`config.mk`:
```
export PLATFORM = sky130hd
export DESIGN_NAME = gravity_removed_motion_accel_flat
export DESIGN_NICKNAME = d
export VERILOG_FILES = /design/src/design/grma_pkg.sv /design/src/design/grma_if.sv /design/src/design/grma_seq.sv /design/src/design/grma_dp.sv /design/src/design/gravity_removed_motion_accel.sv /design/src/flat_wrapper.sv
export SDC_FILE = /design/constraint.sdc
export NUM_CORES = 2
export LEC_CHECK = 0
export ABC_AREA = 1
export BUFFER_PORTS_ARGS = -buffer_cell sky130_fd_sc_hd__buf_4
export CORE_MARGIN = 2
export CORE_UTILIZATION = 41
export DETAILED_ROUTE_END_ITERATION = 7
export MAX_ROUTING_LAYER = met4
export PLACE_DENSITY_LB_ADDON = 0.08
export SYNTH_ARGS = -nofsm -noshare
export SYNTH_HDL_FRONTEND = slang
export SYNTH_SLANG_ARGS = --single-unit
```
`constraint.sdc`:
```
create_clock -name clk_i -period 9.55 [get_ports clk_i]
set_clock_uncertainty 0.15 [all_clocks]
set_input_delay 0.955 -clock clk_i [delete_from_list [all_inputs] [get_ports clk_i]]
set_output_delay 0.955 -clock clk_i [all_outputs]
set_load 0.05 [all_outputs]
```
`src/design/grma_pkg.sv`:
```
package grma_pkg;

  localparam int unsigned UPC_W      = 6;
  localparam int unsigned A_W        = 34;
  localparam int unsigned B_W        = 17;
  localparam int unsigned P_W        = A_W + B_W;
  localparam int unsigned ACC_W      = 52;
  localparam int unsigned FRAC_M     = 28;
  localparam int unsigned FRAC_F     = 16;
  localparam int unsigned GB_W       = ACC_W - FRAC_M;
  localparam int unsigned SAT_W      = ACC_W - FRAC_F;
  localparam int unsigned CFG_IDX_W  = 4;
  localparam int unsigned CFG_DATA_W = 16;

  localparam logic [CFG_IDX_W-1:0] REG_GRAVITY = CFG_IDX_W'(0);
  localparam logic [CFG_IDX_W-1:0] REG_ALPHA   = CFG_IDX_W'(1);

  localparam logic [11:0] GRAVITY_RESET = 12'd1256;
  localparam logic [15:0] ALPHA_RESET   = 16'd6898;

  localparam logic [UPC_W-1:0] STEP_WAIT  = UPC_W'(0);
  localparam logic [UPC_W-1:0] STEP_FIRST = UPC_W'(1);
  localparam logic [UPC_W-1:0] STEP_EMIT  = UPC_W'(35);

  typedef enum logic [1:0] {
    COND_NEVER    = 2'd0,
    COND_IN_FULL  = 2'd1,
    COND_OUT_FREE = 2'd2
  } cond_e;

  typedef enum logic [1:0] {
    A_Q     = 2'd0,
    A_M     = 2'd1,
    A_ALPHA = 2'd2
  } asel_e;

  typedef enum logic [1:0] {
    B_Q   = 2'd0,
    B_G   = 2'd1,
    B_DLT = 2'd2,
    B_F   = 2'd3
  } bsel_e;

  typedef enum logic [1:0] {
    ACC_NOP  = 2'd0,
    ACC_LOAD = 2'd1,
    ACC_ADD  = 2'd2
  } accop_e;

  typedef enum logic [1:0] {
    BIAS_ZERO = 2'd0,
    BIAS_ONE  = 2'd1,
    BIAS_RND  = 2'd2,
    BIAS_FILT = 2'd3
  } bias_e;

  typedef enum logic [2:0] {
    WB_NONE = 3'd0,
    WB_M    = 3'd1,
    WB_GB   = 3'd2,
    WB_F    = 3'd3,
    WB_E    = 3'd4
  } wbop_e;

  typedef struct packed {
    cond_e            cond;
    logic             hold;
    logic [UPC_W-1:0] target;
    logic             emit;
  } sq_t;

  typedef struct packed {
    asel_e       a_sel;
    logic [3:0]  a_idx;
    bsel_e       b_sel;
    logic [1:0]  b_idx;
  } mul_t;

  typedef struct packed {
    accop_e op;
    logic   neg;
    logic   dbl;
    bias_e  bias;
  } acc_t;

  typedef struct packed {
    wbop_e      op;
    logic [3:0] idx;
  } wb_t;

  typedef struct packed {
    sq_t  sq;
    mul_t mul;
    acc_t acc;
    wb_t  wb;
  } ctrl_t;

  typedef struct packed {
    logic in_full;
    logic out_free;
  } seq_stat_t;

  typedef struct packed {
    logic signed [15:0] quat_w;
    logic signed [15:0] quat_x;
    logic signed [15:0] quat_y;
    logic signed [15:0] quat_z;
    logic signed [15:0] accel_x;
    logic signed [15:0] accel_y;
    logic signed [15:0] accel_z;
  } item_t;

  typedef struct packed {
    logic signed [15:0] earth_accel_x;
    logic signed [15:0] earth_accel_y;
    logic signed [15:0] earth_accel_z;
    logic signed [15:0] body_accel_x;
    logic signed [15:0] body_accel_y;
    logic signed [15:0] body_accel_z;
  } result_t;

  typedef struct packed {
    logic [11:0] gravity;
    logic [15:0] alpha;
  } cfg_t;

  localparam sq_t  SQ_IDLE  = '{cond: COND_NEVER, hold: 1'b0, target: '0, emit: 1'b0};
  localparam mul_t MUL_IDLE = '{a_sel: A_Q, a_idx: 4'd0, b_sel: B_Q, b_idx: 2'd0};
  localparam acc_t ACC_IDLE = '{op: ACC_NOP, neg: 1'b0, dbl: 1'b0, bias: BIAS_ZERO};
  localparam wb_t  WB_IDLE  = '{op: WB_NONE, idx: 4'd0};
  localparam ctrl_t CTRL_IDLE = '{sq: SQ_IDLE, mul: MUL_IDLE, acc: ACC_IDLE, wb: WB_IDLE};

  function automatic logic signed [15:0] sat16(input logic signed [SAT_W-1:0] v);
    if (v > SAT_W'(32767)) begin
      return 16'sh7fff;
    end else if (v < -SAT_W'(32768)) begin
      return 16'sh8000;
    end
    return v[15:0];
  endfunction

  function automatic mul_t mul_qq(input logic [1:0] a, input logic [1:0] b);
    return '{a_sel: A_Q, a_idx: {2'b00, a}, b_sel: B_Q, b_idx: b};
  endfunction

  function automatic mul_t mul_op(input asel_e as, input logic [3:0] a,
                                  input bsel_e bs, input logic [1:0] b);
    return '{a_sel: as, a_idx: a, b_sel: bs, b_idx: b};
  endfunction

  function automatic acc_t acc_ld(input logic neg, input logic dbl, input bias_e bias);
    return '{op: ACC_LOAD, neg: neg, dbl: dbl, bias: bias};
  endfunction

  function automatic acc_t acc_add(input logic neg, input logic dbl);
    return '{op: ACC_ADD, neg: neg, dbl: dbl, bias: BIAS_ZERO};
  endfunction

  function automatic wb_t wb(input wbop_e op, input logic [3:0] idx);
    return '{op: op, idx: idx};
  endfunction

  // Microprogram. The multiply issued in a step is accumulated in the next
  // step, and the accumulator is written back one step after that.
  // Quaternion index: 0 = w, 1 = x, 2 = y, 3 = z. Matrix index = 3 * row + col.
  function automatic ctrl_t ucode(input logic [UPC_W-1:0] step);
    ctrl_t w;
    w = CTRL_IDLE;
    unique case (step)
      6'd0: begin
        w.sq  = '{cond: COND_IN_FULL, hold: 1'b1, target: STEP_FIRST, emit: 1'b0};
        w.mul = mul_qq(2'd2, 2'd2);
      end
      6'd1: begin
        w.mul = mul_qq(2'd3, 2'd3);
        w.acc = acc_ld(1'b1, 1'b1, BIAS_ONE);
      end
      6'd2: begin
        w.mul = mul_qq(2'd1, 2'd2);
        w.acc = acc_add(1'b1, 1'b1);
      end
      6'd3: begin
        w.mul = mul_qq(2'd0, 2'd3);
        w.acc = acc_ld(1'b0, 1'b1, BIAS_ZERO);
        w.wb  = wb(WB_M, 4'd0);
      end
      6'd4: begin
        w.mul = mul_qq(2'd1, 2'd3);
        w.acc = acc_add(1'b1, 1'b1);
      end
      6'd5: begin
        w.mul = mul_qq(2'd0, 2'd2);
        w.acc = acc_ld(1'b0, 1'b1, BIAS_ZERO);
        w.wb  = wb(WB_M, 4'd1);
      end
      6'd6: begin
        w.mul = mul_qq(2'd1, 2'd2);
        w.acc = acc_add(1'b0, 1'b1);
      end
      6'd7: begin
        w.mul = mul_qq(2'd0, 2'd3);
        w.acc = acc_ld(1'b0, 1'b1, BIAS_ZERO);
        w.wb  = wb(WB_M, 4'd2);
      end
      6'd8: begin
        w.mul = mul_qq(2'd1, 2'd1);
        w.acc = acc_add(1'b0, 1'b1);
      end
      6'd9: begin
        w.mul = mul_qq(2'd3, 2'd3);
        w.acc = acc_ld(1'b1, 1'b1, BIAS_ONE);
        w.wb  = wb(WB_M, 4'd3);
      end
      6'd10: begin
        w.mul = mul_qq(2'd2, 2'd3);
        w.acc = acc_add(1'b1, 1'b1);
      end
      6'd11: begin
        w.mul = mul_qq(2'd0, 2'd1);
        w.acc = acc_ld(1'b0, 1'b1, BIAS_ZERO);
        w.wb  = wb(WB_M, 4'd4);
      end
      6'd12: begin
        w.mul = mul_qq(2'd1, 2'd3);
        w.acc = acc_add(1'b1, 1'b1);
      end
      6'd13: begin
        w.mul = mul_qq(2'd0, 2'd2);
        w.acc = acc_ld(1'b0, 1'b1, BIAS_ZERO);
        w.wb  = wb(WB_M, 4'd5);
      end
      6'd14: begin
        w.mul = mul_qq(2'd2, 2'd3);
        w.acc = acc_add(1'b1, 1'b1);
      end
      6'd15: begin
        w.mul = mul_qq(2'd0, 2'd1);
        w.acc = acc_ld(1'b0, 1'b1, BIAS_ZERO);
        w.wb  = wb(WB_M, 4'd6);
      end
      6'd16: begin
        w.mul = mul_qq(2'd1, 2'd1);
        w.acc = acc_add(1'b0, 1'b1);
      end
      6'd17: begin
        w.mul = mul_qq(2'd2, 2'd2);
        w.acc = acc_ld(1'b1, 1'b1, BIAS_ONE);
        w.wb  = wb(WB_M, 4'd7);
      end
      6'd18: begin
        w.mul = mul_op(A_M, 4'd6, B_G, 2'd0);
        w.acc = acc_add(1'b1, 1'b1);
      end
      6'd19: begin
        w.mul = mul_op(A_M, 4'd7, B_G, 2'd0);
        w.acc = acc_ld(1'b0, 1'b0, BIAS_RND);
        w.wb  = wb(WB_M, 4'd8);
      end
      6'd20: begin
        w.mul = mul_op(A_M, 4'd8, B_G, 2'd0);
        w.acc = acc_ld(1'b0, 1'b0, BIAS_RND);
        w.wb  = wb(WB_GB, 4'd0);
      end
      6'd21: begin
        w.mul = mul_op(A_ALPHA, 4'd0, B_DLT, 2'd0);
        w.acc = acc_ld(1'b0, 1'b0, BIAS_RND);
        w.wb  = wb(WB_GB, 4'd1);
      end
      6'd22: begin
        w.mul = mul_op(A_ALPHA, 4'd0, B_DLT, 2'd1);
        w.acc = acc_ld(1'b0, 1'b0, BIAS_FILT);
        w.wb  = wb(WB_GB, 4'd2);
      end
      6'd23: begin
        w.mul = mul_op(A_ALPHA, 4'd0, B_DLT, 2'd2);
        w.acc = acc_ld(1'b0, 1'b0, BIAS_FILT);
        w.wb  = wb(WB_F, 4'd0);
      end
      6'd24: begin
        w.mul = mul_op(A_M, 4'd0, B_F, 2'd0);
        w.acc = acc_ld(1'b0, 1'b0, BIAS_FILT);
        w.wb  = wb(WB_F, 4'd1);
      end
      6'd25: begin
        w.mul = mul_op(A_M, 4'd1, B_F, 2'd1);
        w.acc = acc_ld(1'b0, 1'b0, BIAS_RND);
        w.wb  = wb(WB_F, 4'd2);
      end
      6'd26: begin
        w.mul = mul_op(A_M, 4'd2, B_F, 2'd2);
        w.acc = acc_add(1'b0, 1'b0);
      end
      6'd27: begin
        w.mul = mul_op(A_M, 4'd3, B_F, 2'd0);
        w.acc = acc_add(1'b0, 1'b0);
      end
      6'd28: begin
        w.mul = mul_op(A_M, 4'd4, B_F, 2'd1);
        w.acc = acc_ld(1'b0, 1'b0, BIAS_RND);
        w.wb  = wb(WB_E, 4'd0);
      end
      6'd29: begin
        w.mul = mul_op(A_M, 4'd5, B_F, 2'd2);
        w.acc = acc_add(1'b0, 1'b0);
      end
      6'd30: begin
        w.mul = mul_op(A_M, 4'd6, B_F, 2'd0);
        w.acc = acc_add(1'b0, 1'b0);
      end
      6'd31: begin
        w.mul = mul_op(A_M, 4'd7, B_F, 2'd1);
        w.acc = acc_ld(1'b0, 1'b0, BIAS_RND);
        w.wb  = wb(WB_E, 4'd1);
      end
      6'd32: begin
        w.mul = mul_op(A_M, 4'd8, B_F, 2'd2);
        w.acc = acc_add(1'b0, 1'b0);
      end
      6'd33: begin
        w.acc = acc_add(1'b0, 1'b0);
      end
      6'd34: begin
        w.wb = wb(WB_E, 4'd2);
      end
      6'd35: begin
        w.sq = '{cond: COND_OUT_FREE, hold: 1'b1, target: STEP_WAIT, emit: 1'b1};
      end
      default: begin
        w = CTRL_IDLE;
      end
    endcase
    return w;
  endfunction

endpackage

```
`src/design/grma_if.sv`:
```
interface grma_in_if;
  logic               valid;
  logic               ready;
  logic signed [15:0] quat_w;
  logic signed [15:0] quat_x;
  logic signed [15:0] quat_y;
  logic signed [15:0] quat_z;
  logic signed [15:0] accel_x;
  logic signed [15:0] accel_y;
  logic signed [15:0] accel_z;

  modport source (output valid, quat_w, quat_x, quat_y, quat_z, accel_x, accel_y, accel_z,
                  input ready);
  modport sink (input valid, quat_w, quat_x, quat_y, quat_z, accel_x, accel_y, accel_z,
                output ready);
endinterface

interface grma_out_if;
  logic               valid;
  logic               ready;
  logic signed [15:0] earth_accel_x;
  logic signed [15:0] earth_accel_y;
  logic signed [15:0] earth_accel_z;
  logic signed [15:0] body_accel_x;
  logic signed [15:0] body_accel_y;
  logic signed [15:0] body_accel_z;

  modport source (output valid, earth_accel_x, earth_accel_y, earth_accel_z,
                  body_accel_x, body_accel_y, body_accel_z, input ready);
  modport sink (input valid, earth_accel_x, earth_accel_y, earth_accel_z,
                body_accel_x, body_accel_y, body_accel_z, output ready);
endinterface

interface grma_cfg_if;
  logic                             valid;
  logic                             ready;
  logic [grma_pkg::CFG_IDX_W-1:0]  index;
  logic [grma_pkg::CFG_DATA_W-1:0] data;

  modport source (output valid, index, data, input ready);
  modport sink (input valid, index, data, output ready);
endinterface

```
`src/design/grma_seq.sv`:
```
module grma_seq (
  input  logic                  clk_i,
  input  logic                  rst_ni,
  input  grma_pkg::seq_stat_t   stat_i,
  output grma_pkg::ctrl_t       ctrl_o
);

  logic [grma_pkg::UPC_W-1:0] upc_q, upc_d;
  grma_pkg::ctrl_t            word;
  logic                       taken;

  always_comb begin
    word = grma_pkg::ucode(upc_q);
    unique case (word.sq.cond)
      grma_pkg::COND_NEVER:    taken = 1'b0;
      grma_pkg::COND_IN_FULL:  taken = stat_i.in_full;
      grma_pkg::COND_OUT_FREE: taken = stat_i.out_free;
      default:                 taken = 1'b0;
    endcase

    if (taken) begin
      upc_d = word.sq.target;
    end else if (word.sq.hold) begin
      upc_d = upc_q;
    end else begin
      upc_d = upc_q + grma_pkg::UPC_W'(1);
    end

    // The emit of a conditional step only happens when its jump is taken.
    ctrl_o         = word;
    ctrl_o.sq.emit = word.sq.emit & taken;
  end

  always_ff @(posedge clk_i or negedge rst_ni) begin
    if (!rst_ni) begin
      upc_q <= grma_pkg::STEP_WAIT;
    end else begin
      upc_q <= upc_d;
    end
  end

endmodule

```
`src/design/grma_dp.sv`:
```
module grma_dp (
  input  logic              clk_i,
  input  logic              rst_ni,
  input  grma_pkg::ctrl_t   ctrl_i,
  input  grma_pkg::item_t   item_i,
  input  grma_pkg::cfg_t    cfg_i,
  output grma_pkg::result_t res_o
);

  logic signed [grma_pkg::A_W-1:0]   a_op;
  logic signed [grma_pkg::B_W-1:0]   b_op;
  logic signed [grma_pkg::B_W-1:0]   dlt;
  logic signed [grma_pkg::P_W-1:0]   prod_d, prod_q;
  logic signed [15:0]                fsel_q;
  logic signed [grma_pkg::ACC_W-1:0] acc_q, acc_d;
  logic signed [grma_pkg::ACC_W-1:0] p_ext, p_sh, addend, bias_val, base;
  logic signed [grma_pkg::GB_W-1:0]  gb;
  logic signed [grma_pkg::GB_W:0]    diff_wide;
  logic signed [15:0]                accel_sel;
  logic signed [15:0]                diff_new, f_new, e_new;

  logic signed [grma_pkg::A_W-1:0]   m_q [9];
  logic signed [15:0]                diff_q [3];
  logic signed [15:0]                f_q [3];
  logic signed [15:0]                e_q [3];

  function automatic logic signed [15:0] q_pick(input grma_pkg::item_t it,
                                                input logic [1:0] idx);
    logic signed [15:0] r;
    unique case (idx)
      2'd0: r = it.quat_w;
      2'd1: r = it.quat_x;
      2'd2: r = it.quat_y;
      2'd3: r = it.quat_z;
      default: r = it.quat_w;
    endcase
    return r;
  endfunction

  function automatic logic signed [15:0] a_pick(input grma_pkg::item_t it,
                                                input logic [1:0] idx);
    logic signed [15:0] r;
    unique case (idx)
      2'd0: r = it.accel_x;
      2'd1: r = it.accel_y;
      default: r = it.accel_z;
    endcase
    return r;
  endfunction

  // Operand selection and the shared multiplier.
  assign dlt = grma_pkg::B_W'(diff_q[ctrl_i.mul.b_idx]) -
               grma_pkg::B_W'(f_q[ctrl_i.mul.b_idx]);

  always_comb begin
    unique case (ctrl_i.mul.a_sel)
      grma_pkg::A_Q:     a_op = grma_pkg::A_W'(q_pick(item_i, ctrl_i.mul.a_idx[1:0]));
      grma_pkg::A_M:     a_op = m_q[ctrl_i.mul.a_idx];
      grma_pkg::A_ALPHA: a_op = grma_pkg::A_W'(cfg_i.alpha);
      default:           a_op = '0;
    endcase
    unique case (ctrl_i.mul.b_sel)
      grma_pkg::B_Q:   b_op = grma_pkg::B_W'(q_pick(item_i, ctrl_i.mul.b_idx));
      grma_pkg::B_G:   b_op = grma_pkg::B_W'(cfg_i.gravity);
      grma_pkg::B_DLT: b_op = dlt;
      grma_pkg::B_F:   b_op = grma_pkg::B_W'(f_q[ctrl_i.mul.b_idx]);
      default:         b_op = '0;
    endcase
  end

  assign prod_d = a_op * b_op;

  always_ff @(posedge clk_i) begin
    prod_q <= prod_d;
    fsel_q <= f_q[ctrl_i.mul.b_idx];
  end

  // Accumulator. The filter bias folds the previous state and the rounding
  // half into one load: prev * 2^16 + 2^15.
  always_comb begin
    p_ext  = grma_pkg::ACC_W'(prod_q);
    p_sh   = ctrl_i.acc.dbl ? (p_ext <<< 1) : p_ext;
    addend = ctrl_i.acc.neg ? -p_sh : p_sh;
    unique case (ctrl_i.acc.bias)
      grma_pkg::BIAS_ZERO: bias_val = '0;
      grma_pkg::BIAS_ONE:  bias_val = grma_pkg::ACC_W'(1) <<< grma_pkg::FRAC_M;
      grma_pkg::BIAS_RND:  bias_val = grma_pkg::ACC_W'(1) <<< (grma_pkg::FRAC_M - 1);
      grma_pkg::BIAS_FILT: bias_val = (grma_pkg::ACC_W'(fsel_q) <<< grma_pkg::FRAC_F) |
                                      (grma_pkg::ACC_W'(1) <<< (grma_pkg::FRAC_F - 1));
      default:             bias_val = '0;
    endcase
    base  = (ctrl_i.acc.op == grma_pkg::ACC_LOAD) ? bias_val : acc_q;
    acc_d = base + addend;
  end

  always_ff @(posedge clk_i) begin
    if (ctrl_i.acc.op != grma_pkg::ACC_NOP) begin
      acc_q <= acc_d;
    end
  end

  // Write-back results; taking the upper bits is the arithmetic shift.
  always_comb begin
    gb        = $signed(acc_q[grma_pkg::ACC_W-1:grma_pkg::FRAC_M]);
    accel_sel = a_pick(item_i, ctrl_i.wb.idx[1:0]);
    diff_wide = (grma_pkg::GB_W + 1)'(accel_sel) - (grma_pkg::GB_W + 1)'(gb);
    diff_new  = grma_pkg::sat16(grma_pkg::SAT_W'(diff_wide));
    f_new     = grma_pkg::sat16($signed(acc_q[grma_pkg::ACC_W-1:grma_pkg::FRAC_F]));
    e_new     = grma_pkg::sat16(grma_pkg::SAT_W'(gb));
  end

  always_ff @(posedge clk_i) begin
    unique case (ctrl_i.wb.op)
      grma_pkg::WB_M:  m_q[ctrl_i.wb.idx]         <= acc_q[grma_pkg::A_W-1:0];
      grma_pkg::WB_GB: diff_q[ctrl_i.wb.idx[1:0]] <= diff_new;
      grma_pkg::WB_E:  e_q[ctrl_i.wb.idx[1:0]]    <= e_new;
      default: ;
    endcase
  end

  always_ff @(posedge clk_i or negedge rst_ni) begin
    if (!rst_ni) begin
      f_q[0] <= '0;
      f_q[1] <= '0;
      f_q[2] <= '0;
    end else if (ctrl_i.wb.op == grma_pkg::WB_F) begin
      f_q[ctrl_i.wb.idx[1:0]] <= f_new;
    end
  end

  assign res_o = '{earth_accel_x: e_q[0], earth_accel_y: e_q[1], earth_accel_z: e_q[2],
                   body_accel_x: f_q[0], body_accel_y: f_q[1], body_accel_z: f_q[2]};

endmodule

```
`src/design/gravity_removed_motion_accel.sv`:
```
// A result is offered once its item has run through the microprogram, if the output is free.
// An item is held until its result is emitted, so the next item waits while the 36-step
// microprogram runs all 33 products through one shared 34x17 multiplier.
// A result waiting at the output holds the sequencer in its last step until it transfers.
// Reset (asynchronous, active low) clears the sequencer, the handshake flags and the filter
// state, and restores gravity to 1256 and the filter weight to 6898.
module gravity_removed_motion_accel (
  input  logic              clk_i,
  input  logic              rst_ni,
  grma_in_if.sink           in_i,
  grma_out_if.source        out_o,
  grma_cfg_if.sink          cfg_i
);

  grma_pkg::item_t     in_q;
  logic                in_full_q;
  grma_pkg::result_t   out_q;
  grma_pkg::result_t   res;
  logic                out_valid_q;
  grma_pkg::cfg_t      cfg_q;
  grma_pkg::ctrl_t     ctrl;
  grma_pkg::seq_stat_t stat;
  logic                in_xfer;
  logic                out_xfer;

  assign in_i.ready  = ~in_full_q;
  assign in_xfer     = in_i.valid & ~in_full_q;
  assign out_xfer    = out_valid_q & out_o.ready;
  assign cfg_i.ready = 1'b1;

  assign stat.in_full  = in_full_q;
  assign stat.out_free = ~out_valid_q | out_o.ready;

  grma_seq u_seq (
    .clk_i  (clk_i),
    .rst_ni (rst_ni),
    .stat_i (stat),
    .ctrl_o (ctrl)
  );

  grma_dp u_dp (
    .clk_i  (clk_i),
    .rst_ni (rst_ni),
    .ctrl_i (ctrl),
    .item_i (in_q),
    .cfg_i  (cfg_q),
    .res_o  (res)
  );

  always_ff @(posedge clk_i or negedge rst_ni) begin
    if (!rst_ni) begin
      in_full_q     <= 1'b0;
      out_valid_q   <= 1'b0;
      cfg_q.gravity <= grma_pkg::GRAVITY_RESET;
      cfg_q.alpha   <= grma_pkg::ALPHA_RESET;
    end else begin
      // The item is held until its result is emitted.
      if (in_xfer) begin
        in_full_q <= 1'b1;
      end else if (ctrl.sq.emit) begin
        in_full_q <= 1'b0;
      end

      if (ctrl.sq.emit) begin
        out_valid_q <= 1'b1;
      end else if (out_xfer) begin
        out_valid_q <= 1'b0;
      end

      if (cfg_i.valid) begin
        if (cfg_i.index == grma_pkg::REG_GRAVITY) begin
          cfg_q.gravity <= cfg_i.data[11:0];
        end else if (cfg_i.index == grma_pkg::REG_ALPHA) begin
          cfg_q.alpha <= cfg_i.data[15:0];
        end
      end
    end
  end

  always_ff @(posedge clk_i) begin
    if (in_xfer) begin
      in_q <= '{quat_w: in_i.quat_w, quat_x: in_i.quat_x, quat_y: in_i.quat_y,
                quat_z: in_i.quat_z, accel_x: in_i.accel_x, accel_y: in_i.accel_y,
                accel_z: in_i.accel_z};
    end
    if (ctrl.sq.emit) begin
      out_q <= res;
    end
  end

  assign out_o.valid         = out_valid_q;
  assign out_o.earth_accel_x = out_q.earth_accel_x;
  assign out_o.earth_accel_y = out_q.earth_accel_y;
  assign out_o.earth_accel_z = out_q.earth_accel_z;
  assign out_o.body_accel_x  = out_q.body_accel_x;
  assign out_o.body_accel_y  = out_q.body_accel_y;
  assign out_o.body_accel_z  = out_q.body_accel_z;

endmodule
```
`src/flat_wrapper.sv`:
```
// flat-port wrapper written by rule: the top's interface ports become plain ports
module gravity_removed_motion_accel_flat 
  (clk_i, rst_ni, in_i_valid, in_i_quat_w, in_i_quat_x, in_i_quat_y, in_i_quat_z, in_i_accel_x, in_i_accel_y, in_i_accel_z, in_i_ready, out_o_valid, out_o_earth_accel_x, out_o_earth_accel_y, out_o_earth_accel_z, out_o_body_accel_x, out_o_body_accel_y, out_o_body_accel_z, out_o_ready, cfg_i_valid, cfg_i_index, cfg_i_data, cfg_i_ready);
  grma_in_if in_i_i ();
  grma_out_if out_o_i ();
  grma_cfg_if cfg_i_i ();
  input  logic clk_i;
  input  logic rst_ni;
  input wire logic [$bits(in_i_i.valid)-1:0] in_i_valid;
  input wire logic [$bits(in_i_i.quat_w)-1:0] in_i_quat_w;
  input wire logic [$bits(in_i_i.quat_x)-1:0] in_i_quat_x;
  input wire logic [$bits(in_i_i.quat_y)-1:0] in_i_quat_y;
  input wire logic [$bits(in_i_i.quat_z)-1:0] in_i_quat_z;
  input wire logic [$bits(in_i_i.accel_x)-1:0] in_i_accel_x;
  input wire logic [$bits(in_i_i.accel_y)-1:0] in_i_accel_y;
  input wire logic [$bits(in_i_i.accel_z)-1:0] in_i_accel_z;
  output wire logic [$bits(in_i_i.ready)-1:0] in_i_ready;
  output wire logic [$bits(out_o_i.valid)-1:0] out_o_valid;
  output wire logic [$bits(out_o_i.earth_accel_x)-1:0] out_o_earth_accel_x;
  output wire logic [$bits(out_o_i.earth_accel_y)-1:0] out_o_earth_accel_y;
  output wire logic [$bits(out_o_i.earth_accel_z)-1:0] out_o_earth_accel_z;
  output wire logic [$bits(out_o_i.body_accel_x)-1:0] out_o_body_accel_x;
  output wire logic [$bits(out_o_i.body_accel_y)-1:0] out_o_body_accel_y;
  output wire logic [$bits(out_o_i.body_accel_z)-1:0] out_o_body_accel_z;
  input wire logic [$bits(out_o_i.ready)-1:0] out_o_ready;
  input wire logic [$bits(cfg_i_i.valid)-1:0] cfg_i_valid;
  input wire logic [$bits(cfg_i_i.index)-1:0] cfg_i_index;
  input wire logic [$bits(cfg_i_i.data)-1:0] cfg_i_data;
  output wire logic [$bits(cfg_i_i.ready)-1:0] cfg_i_ready;
  assign in_i_i.valid = in_i_valid;
  assign in_i_i.quat_w = in_i_quat_w;
  assign in_i_i.quat_x = in_i_quat_x;
  assign in_i_i.quat_y = in_i_quat_y;
  assign in_i_i.quat_z = in_i_quat_z;
  assign in_i_i.accel_x = in_i_accel_x;
  assign in_i_i.accel_y = in_i_accel_y;
  assign in_i_i.accel_z = in_i_accel_z;
  assign in_i_ready = in_i_i.ready;
  assign out_o_valid = out_o_i.valid;
  assign out_o_earth_accel_x = out_o_i.earth_accel_x;
  assign out_o_earth_accel_y = out_o_i.earth_accel_y;
  assign out_o_earth_accel_z = out_o_i.earth_accel_z;
  assign out_o_body_accel_x = out_o_i.body_accel_x;
  assign out_o_body_accel_y = out_o_i.body_accel_y;
  assign out_o_body_accel_z = out_o_i.body_accel_z;
  assign out_o_i.ready = out_o_ready;
  assign cfg_i_i.valid = cfg_i_valid;
  assign cfg_i_i.index = cfg_i_index;
  assign cfg_i_i.data = cfg_i_data;
  assign cfg_i_ready = cfg_i_i.ready;
  gravity_removed_motion_accel u_core (.clk_i(clk_i), .rst_ni(rst_ni), .in_i(in_i_i), .out_o(out_o_i), .cfg_i(cfg_i_i));
endmodule
```
==> results.ini <==
[yosys]
ys_ff_latch = 813
synth_edf_count = 662
syn_inst = 6502
syn_nets = 7412
synth_ff_type = edfxtp_1
yosysWarnings = 0
synth.distinct_cells = 68
async_flop_share = 0.103
netlist_area_um2 = 60000
ys_seq_area_frac = 0.389
syn_avg_cell_area_um2 = 9.22

[setup_path]
crit_top_cell = buf_4
cp-start-kind = flip-flop
crit_path_start = u_core.u_seq.upc_q[3]$_DFFE_PN0P_
crit_type = reg2reg
r2r-start = u_core.u_seq.upc_q[3]$_DFFE_PN0P_
cp-end-kind = flip-flop
cp.required_ns = 9.95
crit_fanout = 8
r2r_cells = 52
worst_path_largest_cell_delay_ns = 0.59
crit_slowest_cell = fa_2
arrival_ns = 9.80

[detailed_routing]
drt_wl_total_um = 206000
wire_per_inst_um = 22.2
drtPass1Iterations = 5
vias = 48600
viasPerCell = 5.23
drtAntennaViolNets = 0
drt_iter0_markers = 3893
post-route-drc-count = 0

[place]
port_buffers = 234
gp_congestion = 0.961
dp.cells = 9030
hpwl_um = 160000
post_dp_cell_area_um2 = 68000

[sta]
drv_slew = 0
maxSlewHeadroom = 0.166
rsz0062_at_grt = true
setup_violations = 0
finalCritPeriodShare = 0.985
min_period_ns = 9.40
fin_tns_setup_ns = 0
fmax_ghz = 0.106
hold_viol_final = 0
tightest_slew_ns = 1.25

[clocking]
clk_pin_slew_worst_paths_ns = 0.06
clock-root-buffer = clkbuf_16
cts_tree = yes
clock-sinks = 813
htree_levels = 3
cts_buffers = 90
cts_buffer_depth = 3
clkLatencyLatePin_ns = 0.71

[die]
row_count = 140
die_w_um = 386
die_y_um = 386
ios = 236
start_util = 0.412
dieArea_um2 = 149000
core_um2 = 145000

[final_layout]
num-fill-cells = 13600
finalNonFillerCells = 9293
area_growth_pct = 23.2
finalInstanceArea_um2 = 73900
layout-drive-gt1-share = 0.225
fin_nets = 8205
utilization = 0.508

[grt]
grt_max_degree = 69
grt.total_usage = 0.278
antenna_found_initial = 5
grt_pass1_wl_um = 304000
gr-total-overflow = 0
grt_pass1_vias = 47500

[status]
status = finished clean

[min_path]
hp-class = reg2reg
min-delay-start = u_core.u_dp.e_q[0][10]$_DFFE_PP_
hold_depth = 0

[flow_run]
cap_violations = 0

[logic make-up after synthesis]
| kind of cell | Yosys count | synth area share |
|---|---|---|
| AND/OR/NAND/NOR | 2427 | 0.172 |
| adder cells (fa/ha/maj) | 773 | 0.231 |
| other | 1 | 0.0000625 |
| multiplexers | 4 | 0.000751 |
| buffers and inverters | 1307 | 0.0872 |
| AO/OA/AOI/OAI | 1018 | 0.0968 |
| flip-flops | 813 | 0.389 |
| XOR/XNOR | 159 | 0.0232 |
[flip-flops by register name, summed over array words and instances (netlist names), 28 cells and up]
signal	cells
u_core.cfg_q	28
u_core.in_q	112
u_core.u_dp.acc_q	52
u_core.u_dp.diff_q	48
u_core.u_dp.e_q	48
u_core.u_dp.m_q	306
u_core.u_dp.prod_q	51
u_core.u_dp.res_o	48
[cells in the mapped netlist (35+ instances only)]
cell type,number,area (µm²)
o22ai_1,53,332
o21ai_0,293,1470
nand2_2,61,382
dfxtp_1,67,1340
ha_1,218,2730
nand4_1,35,219
clkbuf_1,55,206
dfrtp_1,71,1780
xor2_1,111,972
nor2_1,652,2450
nand2_1,1263,4740
inv_2,41,154
a31oi_1,40,250
xnor2_1,48,420
nand3_1,221,1110
edfxtp_1,662,19900
o2111ai_1,55,482
or2_2,55,344
buf_2,100,500
inv_1,1052,3950
fa_1,555,11100
a21oi_1,455,2280
[placed cells by master, fill, tap and decap left out, drive strengths merged, types with 78 or more instances in the layout]
cell type     n
a21oi       470
buf         901
clkbuf      138
edfxtp      662
fa          555
ha          218
inv        1097
nand2      1337
nand3       227
nor2        682
o21ai       311
or2          78
xor2        111
[per-stage QoR]
stage	setup slack [ns]	hold slack (ns)
after global routing	-0.150	0.232
after global placement	-0.413	0.252
after CTS	0.00524	0.210
after detailed placement	-0.488	0.255
final	0.147	0.266
after floorplan	0.115	0.250
[worst max-delay path: cells and delay by family (launching register included)]
kind | cells | cell delay (ns)
buffers and inverters | 25 | 3.04
flip-flops | 1 | 0.41
AO/OA/AOI/OAI | 6 | 0.84
AND/OR/NAND/NOR | 13 | 1.35
XOR/XNOR | 1 | 0.17
adder cells (fa/ha/maj) | 7 | 3.26
[path summary, 6_finish.rpt]
check | end | slack (ns)
max in group asynchronous | u_core.cfg_q[0]$_DFFE_PN0P_ | 7.52
min in group asynchronous | u_core.u_dp.res_o[1]$_DFFE_PN0P_ | 0.58
min reg2reg | out_o_earth_accel_x[10]$_DFFE_PP_ | 0.27
max | u_core.u_dp.prod_q[34]$_DFF_P_ | 0.15
min | out_o_earth_accel_x[10]$_DFFE_PP_ | 0.27
max reg2reg | u_core.u_dp.prod_q[34]$_DFF_P_ | 0.15
[layout make-up]
type | count | area (µm²) | area share
multi-input cells | 4382 | 33100 | 0.449
repair buffers | 908 | 7720 | 0.105
clock inverters | 37 | 424 | 0.00574
well taps | 1917 | 2400 | 0.0325
inverters | 1100 | 4180 | 0.0565
clock buffers | 132 | 2660 | 0.0360
flip-flops and latches | 813 | 23300 | 0.316
diodes | 4 | 10.0 | 0.000135
[layer usage]
metal  wire length (µm)  GRT usage  up-vias
li1                   -          -    22600
met4               6350     0.0739        0
met1              91100      0.389    24100
met5                  0          -        -
met3              14400     0.0342      282
met2              94100      0.429     1678
[repair_timing]
action | CTS | global route
setup buffers | 19 | 65
setup endpoints to repair | 30 | 33
cloned | 0 | 7
endpoints found under the hold margin | 6 | 0
pin swaps | 22 | 187
hold buffers | 1 | 0
gates resized for setup | 69 | 430
Power is not shown: default switching activity piles up to over one toggle a cycle in this logic, so the estimate is an artifact.
